<file path="config.mk">
export PLATFORM = sky130hd
export DESIGN_NAME = sem_queue
export DESIGN_NICKNAME = d
export VERILOG_FILES = /design/src/rtl/core/sem_pkg.sv /design/src/rtl/core/sem_queue.sv
export SDC_FILE = /design/constraint.sdc
export NUM_CORES = 1
export LEC_CHECK = 0
export ABC_AREA = 1
export BUFFER_PORTS_ARGS = -buffer_cell sky130_fd_sc_hd__buf_2
export CAP_MARGIN = 15
export CELL_PAD_IN_SITES_DETAIL_PLACEMENT = 1
export CELL_PAD_IN_SITES_GLOBAL_PLACEMENT = 1
export CORE_ASPECT_RATIO = 1.5
export CORE_UTILIZATION = 40
export CTS_BUF_LIST = sky130_fd_sc_hd__clkbuf_16
export DETAILED_ROUTE_END_ITERATION = 6
export GPL_TIMING_DRIVEN = 0
export PLACE_DENSITY_LB_ADDON = 0.1
export RECOVER_POWER = 50
export SETUP_SLACK_MARGIN = 0.05
export SYNTH_ARGS = -nofsm -noshare
export SYNTH_HDL_FRONTEND = slang
export SYNTH_SLANG_ARGS = --single-unit
</file>
<file path="constraint.sdc">
create_clock -name clk -period 1.4 [get_ports clk]
set_input_delay 0.07 -clock clk [delete_from_list [all_inputs] [get_ports clk]]
set_output_delay 0.07 -clock clk [all_outputs]
set_load 0.01 [all_outputs]
</file>
<file path="src/rtl/core/sem_pkg.sv">
// Shared constants and types for the Sobel edge magnitude block.
package sem_pkg;

  localparam int MAX_WIDTH    = 2048;
  localparam int COL_W        = $clog2(MAX_WIDTH);
  localparam int ROW_W        = 12;
  localparam int WIDTH_W      = 12;
  localparam int HEIGHT_W     = 13;
  localparam int CFG_IDX_W    = 2;
  localparam int CFG_DATA_W   = 13;
  localparam int HEIGHT_LIMIT = 4096;
  localparam int MIN_DIM      = 3;
  localparam int QUEUE_DEPTH  = 4;
  localparam int QUEUE_AW     = $clog2(QUEUE_DEPTH);

  localparam logic [CFG_IDX_W-1:0] CFG_FRAME_WIDTH  = 2'd0;
  localparam logic [CFG_IDX_W-1:0] CFG_FRAME_HEIGHT = 2'd1;

  localparam logic [WIDTH_W-1:0]  RESET_WIDTH  = 12'd640;
  localparam logic [HEIGHT_W-1:0] RESET_HEIGHT = 13'd480;

  typedef struct packed {
    logic [15:0] energy;
    logic        row_end;
    logic        frame_end;
  } sem_job_t;

endpackage

</file>
<file path="src/rtl/core/sem_queue.sv">
// Short job queue between the front end and the square root back end.
module sem_queue (
  input  logic              clk,
  input  logic              rst_n,
  input  logic              push,
  input  sem_pkg::sem_job_t push_job,
  output logic              full,
  input  logic              pop,
  output sem_pkg::sem_job_t pop_job,
  output logic              empty
);
  import sem_pkg::*;

  sem_job_t            slot_r [QUEUE_DEPTH];
  logic [QUEUE_AW-1:0] wr_ptr_r;
  logic [QUEUE_AW-1:0] rd_ptr_r;
  logic [QUEUE_AW:0]   count_r;

  assign full    = (int'(count_r) == QUEUE_DEPTH);
  assign empty   = (count_r == '0);
  assign pop_job = slot_r[rd_ptr_r];

  always_ff @(posedge clk) begin
    if (!rst_n) begin
      wr_ptr_r <= '0;
      rd_ptr_r <= '0;
      count_r  <= '0;
    end else begin
      if (push) wr_ptr_r <= wr_ptr_r + 1'b1;
      if (pop) rd_ptr_r <= rd_ptr_r + 1'b1;
      if (push && !pop) count_r <= count_r + 1'b1;
      else if (pop && !push) count_r <= count_r - 1'b1;
    end
  end

  always_ff @(posedge clk) begin
    if (push) slot_r[wr_ptr_r] <= push_job;
  end

  a_no_overflow: assert property (@(posedge clk) disable iff (!rst_n)
    push |-> !full)
    else $error("job pushed into a full queue");

  a_no_underflow: assert property (@(posedge clk) disable iff (!rst_n)
    pop |-> !empty)
    else $error("job popped from an empty queue");

  a_count_grows: assert property (@(posedge clk) disable iff (!rst_n)
    push && !pop |=> count_r == $past(count_r) + 1'b1)
    else $error("queue count lost a pushed job");

endmodule

</file>
==> reports/qor.txt <==
Top Ports -> 42
Yosys cell types -> 18
Starting DRT DRC Count -> 99
first drt pass iteration count -> 4
fill cell count -> 779
Setup violations, final -> 18
buffer depth of the longest clock path -> 2
yosys warns -> 0
via count of the first global-routing pass -> 2,345
Avg Cell Area, Syn -> 13.6 sq um
max_cap viols -> 0
total track usage -> 20.5%
WHS Path Cells -> 3
Worst EP arrival -> 1.48 ns
Max Freq -> 0.646 GHz
total grt overflow -> 0
R2R cell count -> 5
routability cong. -> 0.660
# port buffers -> 41
largest net degree at the start of global routing -> 19
Pwr Density -> 1340 mW/mm^2
initial antenna violation count -> 0
CP Depth -> 6
sequential area share after synthesis -> 74.3%
vias per inst -> 5.05
share of cells above drive strength 1 -> 28.1%
Root Buffer -> clkbuf_16
Die Span Y -> 111 um
status -> complete, but fails checks
H-tree Lvls -> 3
Final Cell Area -> 0.00435 sq mm
P_leak -> 1.59 nW
Worst-Skew Late Latency -> 0.34 ns
Period Utilization, post-route -> 111%
Slew Viols, Final -> 0
CTS tree -> done
Hold Crit Start -> rst_n
RSZ-0062 raised after global routing -> yes
Post-Syn Instances -> 232
Rel. slew slack -> 83.7%
vias post-DR -> 2,133
CP Launch Type -> register
clk slew on worst S/H paths -> 0.06 ns
worst path bufs/invs -> 4
min Tclk post-route -> 1.55 ns
critical path endpoint category -> primary output
Worst Tran Pin Value -> 0.242 ns
failing checks -> negative setup slack
critical path cell sequence -> buf_12 -> inv_16 -> buf_8 -> nor2_1 -> o22ai_1 -> buf_2
row count -> 39
top cell type's share of synthesized area -> 68.6%
# nets final -> 343
Synthesized Nets -> 260
hpwl dp -> 4130 um
Seq cells post-synth -> 81
DIE AREA -> 0.00824 sq mm
CP max stage delay -> 0.33 ns
Post-Syn Area -> 0.00315 sq mm
slowest cell on the critical path -> dfxtp_2
WS Path Type -> register to primary output
Area after DPL -> 0.00348 sq mm
Finished Core Util -> 57.1%
Worst Skew -> 0.00431 ns
DRC errors left -> 0
final WL -> 7610 um
DR WL/cell -> 18.0 um
CTS Buf Count -> 9
worst-path fanout max -> 7
VDD IR-drop max -> 0.784 mV
Yosys top cell by area -> edfxtp_1
reg2reg start -> wr_ptr_r[0]
clk sinks -> 81
P&R area growth vs syn -> 38.0%
PnR worst setup slack -> -0.147 ns
die width -> 74.5 um
first-pass GRT wire length -> 11,900 um
antenna viol nets, final -> 0
Req. time, crit path -> 1.33 ns
CORE AREA -> 0.00761 sq mm
HP Class -> primary input to register
Final Power -> 5.82 mW
Hold Fails Final Rpt -> 0
Crit path max-delay family -> buffers and inverters
top cells by area, synth -> edfxtp_1 (69%), dfxtp_1 (5.7%), nor2_1 (4.9%), o21ai_0 (4.3%), o22ai_1 (3.6%)
Initial Util -> 41.4%
n_diodes -> 0
cells in the final DEF, fill, tap and decap left out, drive strengths merged:
| cell type | count |
|---|---|
| a21oi | 4 |
| buf | 45 |
| bufinv | 1 |
| clkbuf | 28 |
| clkinv | 3 |
| clkinvlp | 4 |
| dfxtp | 9 |
| dlygate4sd3 | 18 |
| edfxtp | 72 |
| fa | 1 |
| ha | 5 |
| inv | 16 |
| nand2 | 9 |
| nand3 | 1 |
| nand4 | 1 |
| nor2 | 41 |
| nor3 | 2 |
| o21ai | 42 |
| o22ai | 18 |
kinds of logic after synthesis:
| kind of cell | synth area share, % |
|---|---|
| DFF | 74.3 |
| and+or+nand+nor | 6.63 |
| adders and majority gates | 2.62 |
| AOI/OAI and AO/OA | 10.9 |
| buffers and inverters | 5.52 |
cell usage after synthesis:
cell,number
o21ai_0,27
dfxtp_1,9
fa_1,1
edfxtp_1,72
buf_6,7
nand2_1,9
nand4_1,1
buf_4,3
inv_1,15
inv_8,1
o21ai_1,15
ha_1,5
nor3_1,2
nand3_1,1
nor2_1,41
o22ai_1,18
a21oi_1,4
clkinv_2,1
flip-flops by register name, indices dropped and copies added (netlist names), named ones only:
signal / cells
count_r: 3
rd_ptr_r: 2
slot_r: 72
wr_ptr_r: 2
what timing repair did:
item	CTS	global route
cloned	3	1
setup endpoints to repair	90	41
resized for setup	46	24
hold buffers	18	0
endpoints found under the hold margin	72	0
setup buffers	10	0
pin swaps	10	4
per-layer routing:
layer | up-vias | share of wire [%] | global-route usage (%)
li1 | 1012 | - | -
met1 | 1070 | 39 | 22.1
met2 | 37 | 56 | 37.2
met3 | 14 | 2.5 | 4.45
met4 | 0 | 1.8 | 7.92
met5 | - | 0 | 0
worst paths after layout:
kind         slack, ns      endpoint
min               0.02    count_r[2]
max reg2reg       0.10  slot_r[0][9]
max              -0.15    pop_job[2]
min reg2reg       0.45   rd_ptr_r[1]
report_power, final:
group | leakage (nW) | switching, mW | internal (mW)
Combinational | 0.706 | 0.426 | 0.361
Clock | 0.150 | 0.893 | 1.35
Sequential | 0.736 | 0.0441 | 2.75
Total | 1.59 | 1.36 | 4.46
per-stage QoR:
| stage | setup TNS [ns] | hold WS [ns] | cells | worst slack (ns) |
|---|---|---|---|---|
| floorplan | 0 | 0.169 | 232 | 0.0726 |
| finish | -1.32 | 0.0215 | 422 | -0.147 |
| CTS | -1.63 | 0.0240 | 422 | -0.113 |
| global placement | -18.00 | 0.287 | 375 | -0.288 |
| detailed placement | -19.74 | 0.289 | 375 | -0.327 |
| global route | -2.34 | 0.0313 | 422 | -0.170 |
worst reg2reg max path: cells and delay by family (launching register included):
kind	cells	cell delay, ns
flops	1	0.35
simple gates	1	0.10
fa+ha+maj	1	0.20
buf+inv	3	0.38
area by class of cell:
type,count,area (sq um),share of cell area (%)
multi-input cells,124,738,17.0
plain buffers,10,163,3.74
clock buffers,9,225,5.18
clock inverters,7,55.1,1.27
flip-flops and latches,81,2340,53.9
repair buffers,72,592,13.6
inverters,17,103,2.36
well taps,102,128,2.94
(Power assumes the default switching activity.)
