--- src/rtl/core/sem_pkg.sv ---
// Shared constants and types for the Sobel edge magnitude block.
package sem_pkg;

  localparam int MAX_WIDTH    = 2048;
  localparam int COL_W        = $clog2(MAX_WIDTH);
  localparam int ROW_W        = 12;
  localparam int WIDTH_W      = 12;
  localparam int HEIGHT_W     = 13;
  localparam int CFG_IDX_W    = 2;
  localparam int CFG_DATA_W   = 13;
  localparam int HEIGHT_LIMIT = 4096;
  localparam int MIN_DIM      = 3;
  localparam int QUEUE_DEPTH  = 4;
  localparam int QUEUE_AW     = $clog2(QUEUE_DEPTH);

  localparam logic [CFG_IDX_W-1:0] CFG_FRAME_WIDTH  = 2'd0;
  localparam logic [CFG_IDX_W-1:0] CFG_FRAME_HEIGHT = 2'd1;

  localparam logic [WIDTH_W-1:0]  RESET_WIDTH  = 12'd640;
  localparam logic [HEIGHT_W-1:0] RESET_HEIGHT = 13'd480;

  typedef struct packed {
    logic [15:0] energy;
    logic        row_end;
    logic        frame_end;
  } sem_job_t;

endpackage

--- src/rtl/core/sem_edge_if.sv ---
// Result channel carrying one edge magnitude per transaction.
interface sem_edge_if;
  logic       valid;
  logic       ready;
  logic [7:0] edge_level;
  logic       row_end;
  logic       frame_end;

  modport source (output valid, output edge_level, output row_end, output frame_end,
                  input ready);
  modport sink (input valid, input edge_level, input row_end, input frame_end,
                output ready);
endinterface

--- src/rtl/core/sem_back.sv ---
// Back end: integer sqrt at two bits per unstalled cycle; output register.
module sem_back (
  input  logic              clk,
  input  logic              rst_n,
  input  logic              empty,
  input  sem_pkg::sem_job_t job,
  output logic              pop,
  sem_edge_if.source        edge_out
);
  import sem_pkg::*;

  logic        busy_r;
  logic [1:0]  step_r;
  logic [15:0] val_r;
  logic [10:0] rem_r;
  logic [7:0]  root_r;
  logic        row_end_r;
  logic        frame_end_r;
  logic        out_valid_r;
  logic [7:0]  level_r;
  logic        out_row_end_r;
  logic        out_frame_end_r;

  logic [15:0] val_nxt;
  logic [10:0] rem_nxt;
  logic [7:0]  root_nxt;
  logic [10:0] trial;
  logic        last;
  logic        out_free;
  logic        advance;
  logic        finish;

  always_comb begin
    val_nxt  = val_r;
    rem_nxt  = rem_r;
    root_nxt = root_r;
    trial    = '0;
    for (int k = 0; k < 2; k++) begin
      rem_nxt = {rem_nxt[8:0], val_nxt[15:14]};
      val_nxt = {val_nxt[13:0], 2'b00};
      trial   = {1'b0, root_nxt, 2'b01};
      if (rem_nxt >= trial) begin
        rem_nxt  = rem_nxt - trial;
        root_nxt = {root_nxt[6:0], 1'b1};
      end else begin
        root_nxt = {root_nxt[6:0], 1'b0};
      end
    end
  end

  assign last     = (step_r == 2'd3);
  assign out_free = !out_valid_r || edge_out.ready;
  assign advance  = busy_r && (!last || out_free);
  assign finish   = advance && last;
  assign pop      = (!busy_r || finish) && !empty;

  assign edge_out.valid      = out_valid_r;
  assign edge_out.edge_level = level_r;
  assign edge_out.row_end    = out_row_end_r;
  assign edge_out.frame_end  = out_frame_end_r;

  always_ff @(posedge clk) begin
    if (!rst_n) begin
      busy_r      <= 1'b0;
      step_r      <= '0;
      out_valid_r <= 1'b0;
    end else begin
      if (pop) begin
        busy_r <= 1'b1;
        step_r <= '0;
      end else if (finish) begin
        busy_r <= 1'b0;
      end else if (advance) begin
        step_r <= step_r + 1'b1;
      end
      if (finish) out_valid_r <= 1'b1;
      else if (edge_out.ready) out_valid_r <= 1'b0;
    end
  end

  always_ff @(posedge clk) begin
    if (pop) begin
      val_r       <= job.energy;
      rem_r       <= '0;
      root_r      <= '0;
      row_end_r   <= job.row_end;
      frame_end_r <= job.frame_end;
    end else if (advance) begin
      val_r  <= val_nxt;
      rem_r  <= rem_nxt;
      root_r <= root_nxt;
    end
    if (finish) begin
      level_r         <= root_nxt;
      out_row_end_r   <= row_end_r;
      out_frame_end_r <= frame_end_r;
    end
  end

  a_finish_needs_room: assert property (@(posedge clk) disable iff (!rst_n)
    finish |-> out_free)
    else $error("result overwrote a transaction still waiting");

  a_pop_when_free: assert property (@(posedge clk) disable iff (!rst_n)
    pop |=> busy_r && step_r == 2'd0)
    else $error("popped job did not start the root sequence");

endmodule

--- src/flat_wrapper.sv ---
// flat-port wrapper written by rule: the top's interface ports become plain ports
module sem_back_flat import sem_pkg::*;
  (clk, rst_n, empty, job, pop, edge_out_valid, edge_out_edge_level, edge_out_row_end, edge_out_frame_end, edge_out_ready);
  sem_edge_if edge_out_i ();
  input  logic clk;
  input  logic rst_n;
  input  logic empty;
  input  sem_pkg::sem_job_t job;
  output logic pop;
  output wire logic [$bits(edge_out_i.valid)-1:0] edge_out_valid;
  output wire logic [$bits(edge_out_i.edge_level)-1:0] edge_out_edge_level;
  output wire logic [$bits(edge_out_i.row_end)-1:0] edge_out_row_end;
  output wire logic [$bits(edge_out_i.frame_end)-1:0] edge_out_frame_end;
  input wire logic [$bits(edge_out_i.ready)-1:0] edge_out_ready;
  assign edge_out_valid = edge_out_i.valid;
  assign edge_out_edge_level = edge_out_i.edge_level;
  assign edge_out_row_end = edge_out_i.row_end;
  assign edge_out_frame_end = edge_out_i.frame_end;
  assign edge_out_i.ready = edge_out_ready;
  sem_back u_core (.clk(clk), .rst_n(rst_n), .empty(empty), .job(job), .pop(pop), .edge_out(edge_out_i));
endmodule
--- config.mk ---
export PLATFORM = sky130hd
export DESIGN_NAME = sem_back_flat
export DESIGN_NICKNAME = d
export VERILOG_FILES = /design/src/rtl/core/sem_pkg.sv /design/src/rtl/core/sem_edge_if.sv /design/src/rtl/core/sem_back.sv /design/src/flat_wrapper.sv
export SDC_FILE = /design/constraint.sdc
export NUM_CORES = 1
export LEC_CHECK = 0
export BUFFER_PORTS_ARGS = -buffer_cell sky130_fd_sc_hd__clkbuf_2
export CAP_MARGIN = 20
export CORE_ASPECT_RATIO = 0.5
export CORE_MARGIN = 1
export CORE_UTILIZATION = 35
export DETAILED_ROUTE_END_ITERATION = 10
export GPL_TIMING_DRIVEN = 0
export SYNTH_ARGS = -nofsm -noshare
export SYNTH_HDL_FRONTEND = slang
export SYNTH_SLANG_ARGS = --single-unit
export TNS_END_PERCENT = 5
--- constraint.sdc ---
create_clock -name clk -period 3.55 [get_ports clk]
set_input_delay 0.71 -clock clk [delete_from_list [all_inputs] [get_ports clk]]
set_output_delay 0.71 -clock clk [all_outputs]
set_load 0.03 [all_outputs]
==> impl_metrics.csv, run 1 <==
group,metric,value,unit
sta,timing.slew.headroom,56.1,%
worst_setup_path,cpPeakStageDelay,0.33,ns
yosys,syn_avg_cell_area,9.20,sq um
cts,cts_tree,"built",
drt,wl,7650,um
yosys,synth-seq-cells,49,
yosys,ys.flop_type,"edfxtp_1",
sta,worst_pin_slew,0.657,ns
sta,slew_viol_final,0,
cts,cts_hold_buf,0,
sta,post-route-min-period,3.68,ns
drt,vias_per_cell,5.17,
cells_and_area,drive_above_1_share,28.8,%
worst_setup_path,critPathTopFamily,"simple AND/OR/NAND/NOR gates",
placement,dp_slack,-0.625,ns
cts,cts.path.max_buffers,2,
sta,hold_viol,0,
global_routing,track_usage,19.5,%
floorplanning,io_pins,34,
worst_setup_path,critPathKind,"flip-flop to flip-flop",
cts,path_clk_slew,0.06,ns
floorplanning,dieHeight,66.3,um
global_routing,grt_pass1_vias,2423,
cts,root_buffer,"clkbuf_16",
placement,io_buffers,33,
cts,cts_max_level,2,
global_routing,grt_antenna_before_repair,0,
yosys,yosys.area.top_type,"edfxtp_1",
drt,dr.first_iter.drc_count,210,
cells_and_area,finalNetCount,413,
placement,dp_hpwl,5540,um
run_status,status,"finished with violations",
cts,cts_buffers,5,
floorplanning,core,7650,sq um
placement,gp_congestion,0.870,
yosys,synthesis.nets,357,
yosys,yosysWarnings,0,
floorplanning,rows,22,
drt,ant_nets,0,
floorplanning,die_area,8650,sq um
worst_setup_path,slowest_stage,"dfxtp_2",
cts,worstSkewPairLatency,0.28,ns
yosys,synth.area.top_cells,"edfxtp_1, dfxtp_1, ha_1",
worst_setup_path,cpMostUsedCell,"ha_4",
worst_setup_path,worstPathRequired,3.71,ns
sta,finalSetupViolations,10,
yosys,netlist_area,2890,sq um
worst_setup_path,arrival,3.83,ns
drt,vias,2478,
worst_setup_path,crit_path_start,"u_core.root_r[6]$_SDFFE_PP0P_",
sta,fmax,0.272,GHz
global_routing,grt_pass1_wl,12500,um
sta,setup_slack,-0.129,ns
drt,avgRoutedWirePerCell,16.0,um
sta,finalCritPeriodShare,104,%
sta,skew,0.00542,ns
yosys,synth_cell_type_count,51,
worst_setup_path,timing.rr.start,"u_core.root_r[6]$_SDFFE_PP0P_",
worst_setup_path,crit_fanout,8,
hold_path,hold_path_class,"flip-flop to flip-flop",
hold_path,hp-start,"u_core.frame_end_r$_DFFE_PP_",
worst_setup_path,path_buf_inv,3,
drt,drc_errors,0,
worst_setup_path,start_kind,"flip-flop",
drt,firstDrtPassIters,4,
cells_and_area,fill_cells,751,
yosys,synth_top_area_share,29.1,%
cells_and_area,final_cell_mix,"nand2_1, clkbuf_2, edfxtp_1",
floorplanning,start_util,37.8,%
run,cap_violations,0,
worst_setup_path,end_kind,"flip-flop",
cells_and_area,area_delta_synth_final,28.3,%
yosys,synthArstFlopShare,0,%
cells_and_area,antennaDiodeCount,0,
sta,rsz0062_at_grt,"true",
yosys,seq_area_frac_synth,43.6,%
floorplanning,die_width,131,um
global_routing,grt.overflow.total,0,
worst_setup_path,timing.critical_path.cells,"inv_2 > ha_4 > a21o_1 > a211o_1 > or2_4 > nor2_4 > inv_4 > mux2_4 > ha_4 > and4_4 > nand2_2 > nor3_4 > a21oi_4 > o21ai_4 > nor2_8 > inv_6 > mux2i_1 > a21oi_1",
global_routing,grt_max_degree,17,
run_status,violations,"setup timing",
yosys,synth-edff-count,28,
cells_and_area,layout_commonest_cell,"nand2_1",
cts,cts_num_sinks,49,
yosys,netlist_instances,314,
## flip-flops by register name, indices dropped and copies added, names as in the netlist
signal	cells
u_core.val_r	16
u_core.rem_r	9
u_core.edge_out.edge_level	8
u_core.root_r	8
u_core.step_r	2
u_core.busy_r	1
u_core.edge_out.frame_end	1
u_core.edge_out.row_end	1
u_core.edge_out.valid	1
u_core.frame_end_r	1
u_core.row_end_r	1
## through the flow
stage / hold slack (ns) / util [%] / cell area (sq um) / setup TNS [ns] / instances
after floorplan: 0.400 / - / 2940 / -0.240 / 314
after global placement: 0.402 / 42.3 / 3240 / -5.64 / 455
after detailed placement: 0.418 / 42.3 / 3240 / -5.79 / 455
after CTS: 0.430 / 48.1 / 3680 / -0.283 / 478
after global routing: 0.440 / 48.5 / 3710 / -2.47 / 479
final: 0.424 / 48.5 / 3710 / -0.811 / 479
## final cells by class
| class | instances | area [sq um] | area share, % |
|---|---|---|---|
| Tap cell | 108 | 135 | 3.64 |
| Inverter | 21 | 86.3 | 2.33 |
| Multi-Input combinational cell | 236 | 1750 | 47.1 |
| Sequential cell | 49 | 1280 | 34.4 |
| Timing Repair Buffer | 50 | 293 | 7.89 |
| Clock buffer | 8 | 146 | 3.95 |
| Buffer | 7 | 26.3 | 0.709 |
## synth_stat cells (all sizes together) (2+ instances only)
cell / instances
dfxtp: 21
nand2: 65
and2: 5
and3: 3
a21oi: 25
nor3: 7
a31oi: 6
o21bai: 2
clkbuf: 7
or3: 2
o21ai: 20
inv: 20
nand3b: 3
nand3: 8
mux2i: 5
a211oi: 2
xnor2: 10
nand2b: 3
xor2: 3
nor2: 20
a21boi: 2
mux2: 2
ha: 21
a21o: 6
edfxtp: 28
## final timing paths
path                            cells past startpoint  slack, ns                                  end
worst max-delay path                               18      -0.13         u_core.rem_r[7]$_SDFFE_PP0P_
worst min register to register                      0       0.42  u_core.edge_out.frame_end$_DFFE_PP_
worst min-delay path                                0       0.42  u_core.edge_out.frame_end$_DFFE_PP_
worst max register to register                     18      -0.13         u_core.rem_r[7]$_SDFFE_PP0P_
## kinds of logic after synthesis
group	count (synthesis)	share of synthesized area, %
and+or+nand+nor	122	20.2
AOI/OAI and AO/OA	73	16.7
DFF	49	43.6
buffers and inverters	29	3.98
adders and majority gates	21	9.09
xor gates and xnor gates	13	3.94
muxes	7	2.51
## per-layer routing
metal,track usage (%),wire [um],vias to the layer above
met5,0,0,-
met4,7.18,120,0
met3,2.02,325,11
met2,31.8,3520,54
met1,26.7,3690,1191
li1,-,-,1222
## timing repair
item / in CTS / in global routing
setup endpoints to repair: 11 / 11
setup buffers: 16 / 1
pin swaps: 15 / 1
gates resized for setup: 42 / 4
Power of run 1 is not shown: default switching activity piles up to over one toggle a cycle in this logic, so the estimate is an artifact.
==> run 2, diff against run 1 <==
Clock period 3.55 ns to 4.4 ns, I/O delays scaled along.
==> run 2 against run 1 <==
The run now ends clean. Non-clock buffer count is 13 lower. Critical path depth is 1 higher. Final cell count is 2.7% lower. Utilization is 3.5 points lower. Die area stayed put. Worst hold slack worse by 0.0036 ns. Flip-flop and latch count stayed put.
==> impl_metrics.csv, run 2 (same netlist as run 1, synthesis figures left out) <==
group,metric,value,unit
cts,cts.path.max_buffers,2,
run_status,status,"finished, final reports clean",
cts,worstSkewPairLatency,0.29,ns
worst_setup_path,arrival,4.34,ns
global_routing,track_usage,17.1,%
drt,wl,6850,um
global_routing,grt_pass1_wl,11100,um
hold_path,hold_path_class,"flip-flop to flip-flop",
global_routing,grt.overflow.total,0,
sta,finalCritPeriodShare,95.2,%
cells_and_area,drive_above_1_share,18.2,%
worst_setup_path,crit_path_start,"u_core.root_r[6]$_SDFFE_PP0P_",
floorplanning,io_pins,34,
worst_setup_path,worstSetupEndpoint,"u_core.rem_r[4]$_SDFFE_PP0P_",
worst_setup_path,start_kind,"flip-flop",
worst_setup_path,crit_fanout,10,
run,cap_violations,0,
placement,gp_congestion,0.865,
drt,vias,2397,
worst_setup_path,timing.rr.start,"u_core.root_r[6]$_SDFFE_PP0P_",
sta,hold_viol,0,
cts,cts_tree,"built",
floorplanning,core,7650,sq um
cts,cts_num_sinks,49,
drt,drc_errors,0,
cts,path_clk_slew,0.06,ns
cells_and_area,largest_registers,"u_core.val_r x16, u_core.rem_r x9",
floorplanning,die_width,131,um
cells_and_area,regMostFlops,"u_core.val_r",
cells_and_area,finalNetCount,400,
worst_setup_path,r2r.worst_path.cells,19,
drt,avgRoutedWirePerCell,14.7,um
worst_setup_path,critPathKind,"flip-flop to flip-flop",
sta,timing.slew.headroom,55.7,%
worst_setup_path,r2r_slack,0.21,ns
cts,cts_buffers,5,
global_routing,grt_pass1_vias,2242,
floorplanning,start_util,37.8,%
cts,root_buffer,"clkbuf_16",
floorplanning,die_area,8650,sq um
drt,firstDrtPassIters,5,
sta,fmax,0.239,GHz
cts,cts_max_level,2,
worst_setup_path,rr_endpoint,"u_core.rem_r[4]$_SDFFE_PP0P_",
cells_and_area,final_cell_mix,"nand2_1, clkbuf_2, edfxtp_1",
cells_and_area,largest_reg_flops,16,
placement,dp_slack,-0.314,ns
hold_path,hold_path_depth,0,
sta,slew_viol_final,0,
placement,dp_hpwl,5280,um
sta,finalSetupViolations,0,
sta,worst_pin_slew,0.662,ns
floorplanning,dieHeight,66.3,um
floorplanning,rows,22,
sta,post-route-min-period,4.19,ns
cts,cts_hold_buf,0,
sta,rsz0062_at_grt,"false",
drt,vias_per_cell,5.14,
drt,ant_nets,0,
placement,io_buffers,33,
cells_and_area,layout_commonest_cell,"nand2_1",
drt,dr.first_iter.drc_count,195,
cells_and_area,fill_cells,771,
sta,skew,0.00441,ns
global_routing,grt_antenna_before_repair,0,
sta,setup_slack,0.211,ns
cells_and_area,area_delta_synth_final,19.0,%
global_routing,grt_max_degree,17,
cells_and_area,antennaDiodeCount,0,
worst_setup_path,worstPathRequired,4.55,ns
worst_setup_path,end_kind,"flip-flop",
run 2: worst min path at each step:
| stage | start | to | slack (ns) |
|---|---|---|---|
| finish | u_core.frame_end_r$_DFFE_PP_ | u_core.edge_out.frame_end$_DFFE_PP_ | 0.42 |
| global placement | u_core.frame_end_r$_DFFE_PP_ | u_core.edge_out.frame_end$_DFFE_PP_ | 0.40 |
| global route | u_core.frame_end_r$_DFFE_PP_ | u_core.edge_out.frame_end$_DFFE_PP_ | 0.43 |
| CTS | u_core.frame_end_r$_DFFE_PP_ | u_core.edge_out.frame_end$_DFFE_PP_ | 0.42 |
| floorplan | u_core.frame_end_r$_DFFE_PP_ | u_core.edge_out.frame_end$_DFFE_PP_ | 0.40 |
| detailed placement | u_core.frame_end_r$_DFFE_PP_ | u_core.edge_out.frame_end$_DFFE_PP_ | 0.41 |
run 2: through the flow:
step	TNS, ns	cells	cell area, sq um	utilization [%]	hold slack [ns]
after floorplan	0	314	2890	-	0.400
after global placement	-1.55	455	3190	41.7	0.400
after detailed placement	-1.92	455	3190	41.7	0.407
after CTS	0	464	3350	43.7	0.420
after global routing	0	466	3440	44.9	0.435
final	0	466	3440	44.9	0.421
run 2: critical path, cell delays in order (launching register included):
cell and delay (ns):
dfxtp_1 0.33, inv_1 0.06, ha_1 0.29, buf_4 0.16
a21o_1 0.17, a211o_1 0.33, or2_1 0.30, nor2_4 0.19
inv_4 0.10, mux2_2 0.33, ha_4 0.30, and4_2 0.28
nand2_1 0.10, nor3_4 0.17, a21oi_4 0.10, o21ai_4 0.28
nor2_8 0.08, inv_4 0.12, mux2i_1 0.24, a21oi_1 0.10
run 2: timing repair:
| item | 4_1_cts | 5_1_grt |
|---|---|---|
| pin swaps | 1 | 3 |
| setup endpoints to repair | 10 | 10 |
| gates resized for setup | 2 | 15 |
| setup buffers | 1 | 2 |
run 2: per-layer routing:
metal / part of all wire (%) / GRT usage, % / vias up
met1: 50 / 23.9 / 1126
met5: 0 / 0 / -
met4: 0.99 / 4.74 / 0
li1: - / - / 1192
met3: 6.0 / 3.24 / 8
met2: 43 / 26.7 / 71
run 2: area by class of cell:
type                    instances  area (sq um)  share of cell area [%]
multi-input cells             236          1600                    46.4
flip-flops and latches         49          1260                    36.7
repair buffers                 36           188                    5.46
well taps                     108           135                    3.93
clock buffers                   7           133                    3.86
inverters                      21          83.8                    2.44
plain buffers                   8          33.8                   0.983
clock inverters                 1          8.76                   0.255
Power of run 2 is left out for the same reason.
==> run 3, diff against run 2 <==
--- a/config.mk
+++ b/config.mk
@@ -9,3 +9,2 @@
 export CAP_MARGIN = 20
-export CORE_ASPECT_RATIO = 0.5
 export CORE_MARGIN = 1
--- a/constraint.sdc
+++ b/constraint.sdc
@@ -3,2 +3,2 @@
 set_output_delay 0.88 -clock clk [all_outputs]
-set_load 0.03 [all_outputs]
+set_load 0.01 [all_outputs]
==> run 3 against run 2 <==
Largest cell class unchanged. Sequential share of layout area is 0.96 points higher. Worst setup slack worse by 0.0026 ns. Final cell count decreased by 1.1%. Fmax barely moved.
==> impl_metrics.csv, run 3 (same netlist as run 1, synthesis figures left out) <==
group,metric,value,unit
run_status,status,"finished, final reports clean",
worst_setup_path,timing.critical_path.cells,"inv_1 > ha_1 > buf_4 > a21o_1 > a211o_1 > or2_4 > nor2_4 > inv_2 > nor2_1 > a21oi_1 > ha_1 > a21o_1 > a21o_1 > a221o_1 > a21oi_4 > o21ai_4 > nor2_8 > inv_4 > o21ai_1 > a21oi_1",
placement,dp_hpwl,4960,um
placement,place_area,3180,sq um
cells_and_area,regMostFlops,"u_core.val_r",
floorplanning,dieHeight,92.9,um
worst_setup_path,crit_fanout,10,
cells_and_area,layout_commonest_cell,"nand2_1",
drt,wl,6680,um
cells_and_area,drive_above_1_share,17.5,%
cells_and_area,final_cell_mix,"nand2_1, clkbuf_2, edfxtp_1",
floorplanning,die_area,8630,sq um
drt,vias_per_cell,5.14,
worst_setup_path,start_kind,"flip-flop",
global_routing,grt_pass1_wl,11400,um
global_routing,grt.overflow.total,0,
cts,worstSkewPairLatency,0.32,ns
cts,cts_tree,"built",
placement,placed_cells,449,
cts,cts_buffers,5,
worst_setup_path,arrival,4.37,ns
global_routing,grt_max_degree,17,
sta,fmax,0.239,GHz
cells_and_area,fill_cells,800,
worst_setup_path,path_buf_inv,4,
global_routing,grt_antenna_before_repair,0,
drt,ant_nets,0,
power_and_ir_drop,irDropWorstVdd,0.000342,V
cells_and_area,largest_reg_flops,16,
worst_setup_path,critPathKind,"flip-flop to flip-flop",
cts,cts_max_level,2,
cells_and_area,antennaDiodeCount,0,
floorplanning,io_pins,34,
sta,timing.slew.headroom,53.4,%
drt,drc_errors,0,
sta,whs,0.429,ns
floorplanning,core,7850,sq um
power_and_ir_drop,p_leak,1.42,nW
sta,setup_slack,0.209,ns
power_and_ir_drop,power_density,919,nW/um^2
sta,hold_viol,0,
cells_and_area,layout.cells.non_filler,461,
sta,slew_viol_final,0,
worst_setup_path,slowest_stage,"ha_1",
sta,post-route-min-period,4.19,ns
cells_and_area,final_area,3350,sq um
drt,dr.first_iter.drc_count,197,
cts,root_buffer,"clkbuf_8",
drt,firstDrtPassIters,4,
worst_setup_path,end_kind,"flip-flop",
global_routing,grt_pass1_vias,2285,
cts,cts.path.max_buffers,2,
global_routing,track_usage,17.0,%
placement,io_buffers,33,
sta,skew,0.0120,ns
run,cap_violations,0,
floorplanning,die_width,92.9,um
cts,cts_num_sinks,49,
power_and_ir_drop,p_total,3.08,mW
placement,gp_congestion,0.934,
worst_setup_path,worstPathRequired,4.58,ns
drt,avgRoutedWirePerCell,14.5,um
cells_and_area,area_delta_synth_final,15.9,%
cts,cts_hold_buf,0,
sta,rsz0062_at_grt,"true",
sta,worst_pin_slew,0.699,ns
hold_path,hold_path_class,"flip-flop to flip-flop",
cells_and_area,largest_registers,"u_core.val_r x16, u_core.rem_r x9",
worst_setup_path,critPathTopFamily,"compound AO/OA/AOI/OAI gates",
worst_setup_path,cpPeakStageDelay,0.38,ns
floorplanning,rows,32,
sta,finalCritPeriodShare,95.3,%
cells_and_area,finalNetCount,401,
worst_setup_path,cpMostUsedCell,"a21o_1",
worst_setup_path,r2r_slack,0.21,ns
cts,path_clk_slew,0.10,ns
sta,finalSetupViolations,0,
placement,dp_slack,-0.0568,ns
floorplanning,start_util,36.8,%
drt,vias,2368,
[run 3: changes by cell type in the layout (fill, tap and decap cells not counted), moves of 2 or more]
cell       change
clkbuf_16      -5
a21oi_1        +2
ha_1           +2
ha_2           -2
clkbuf_8       +5
[run 3: worst paths after layout]
path                                 startpoint                           endpoint  cells after the start
setup reg to reg  u_core.root_r[6]$_SDFFE_PP0P_       u_core.rem_r[1]$_SDFFE_PP0P_                     20
hold / removal       u_core.row_end_r$_DFFE_PP_  u_core.edge_out.row_end$_DFFE_PP_                      0
hold reg to reg      u_core.row_end_r$_DFFE_PP_  u_core.edge_out.row_end$_DFFE_PP_                      0
setup / recovery  u_core.root_r[6]$_SDFFE_PP0P_       u_core.rem_r[1]$_SDFFE_PP0P_                     20
[run 3: per-layer routing]
metal  vias to the layer above  wire, um  global-route usage [%]  share of wire, %
li1                       1200         -                       -                 -
met1                      1091      3030                    21.7                45
met2                        65      3190                    29.1                48
met3                        12       346                    3.45               5.2
met4                         0       111                    4.10               1.7
met5                         -         0                       0                 0
[run 3: stage by stage]
step / util (%) / setup TNS (ns)
CTS: 41.8 / 0
global placement: 40.6 / -0.0521
global route: 42.7 / -0.0366
floorplan: - / 0
finish: 42.7 / 0
detailed placement: 40.6 / -0.0879
[run 3: repair_timing]
| item | CTS | global route |
|---|---|---|
| gates cloned | 0 | 0 |
| gates resized for setup | 1 | 10 |
| setup endpoints to repair | 3 | 9 |
| pin swaps | 1 | 3 |
| buffers inserted | 1 | 3 |
[run 3: final cells by class]
| cell class | count | area (sq um) | area share [%] |
|---|---|---|---|
| multi-input combinational | 236 | 1570 | 46.7 |
| sequential | 49 | 1260 | 37.6 |
| timing repair buffer | 37 | 195 | 5.83 |
| tap | 102 | 128 | 3.81 |
| inverter | 21 | 81.3 | 2.43 |
| clock buffer | 6 | 72.6 | 2.17 |
| buffer | 8 | 33.8 | 1.01 |
| clock inverter | 2 | 13.8 | 0.411 |
[run 3: power breakdown]
part,switching (mW),internal [mW],total [mW]
Clock,0.161,0.114,0.274
Sequential,0.0497,0.567,0.617
Combinational,1.23,0.954,2.19
Power figures use the tool's default switching activity.
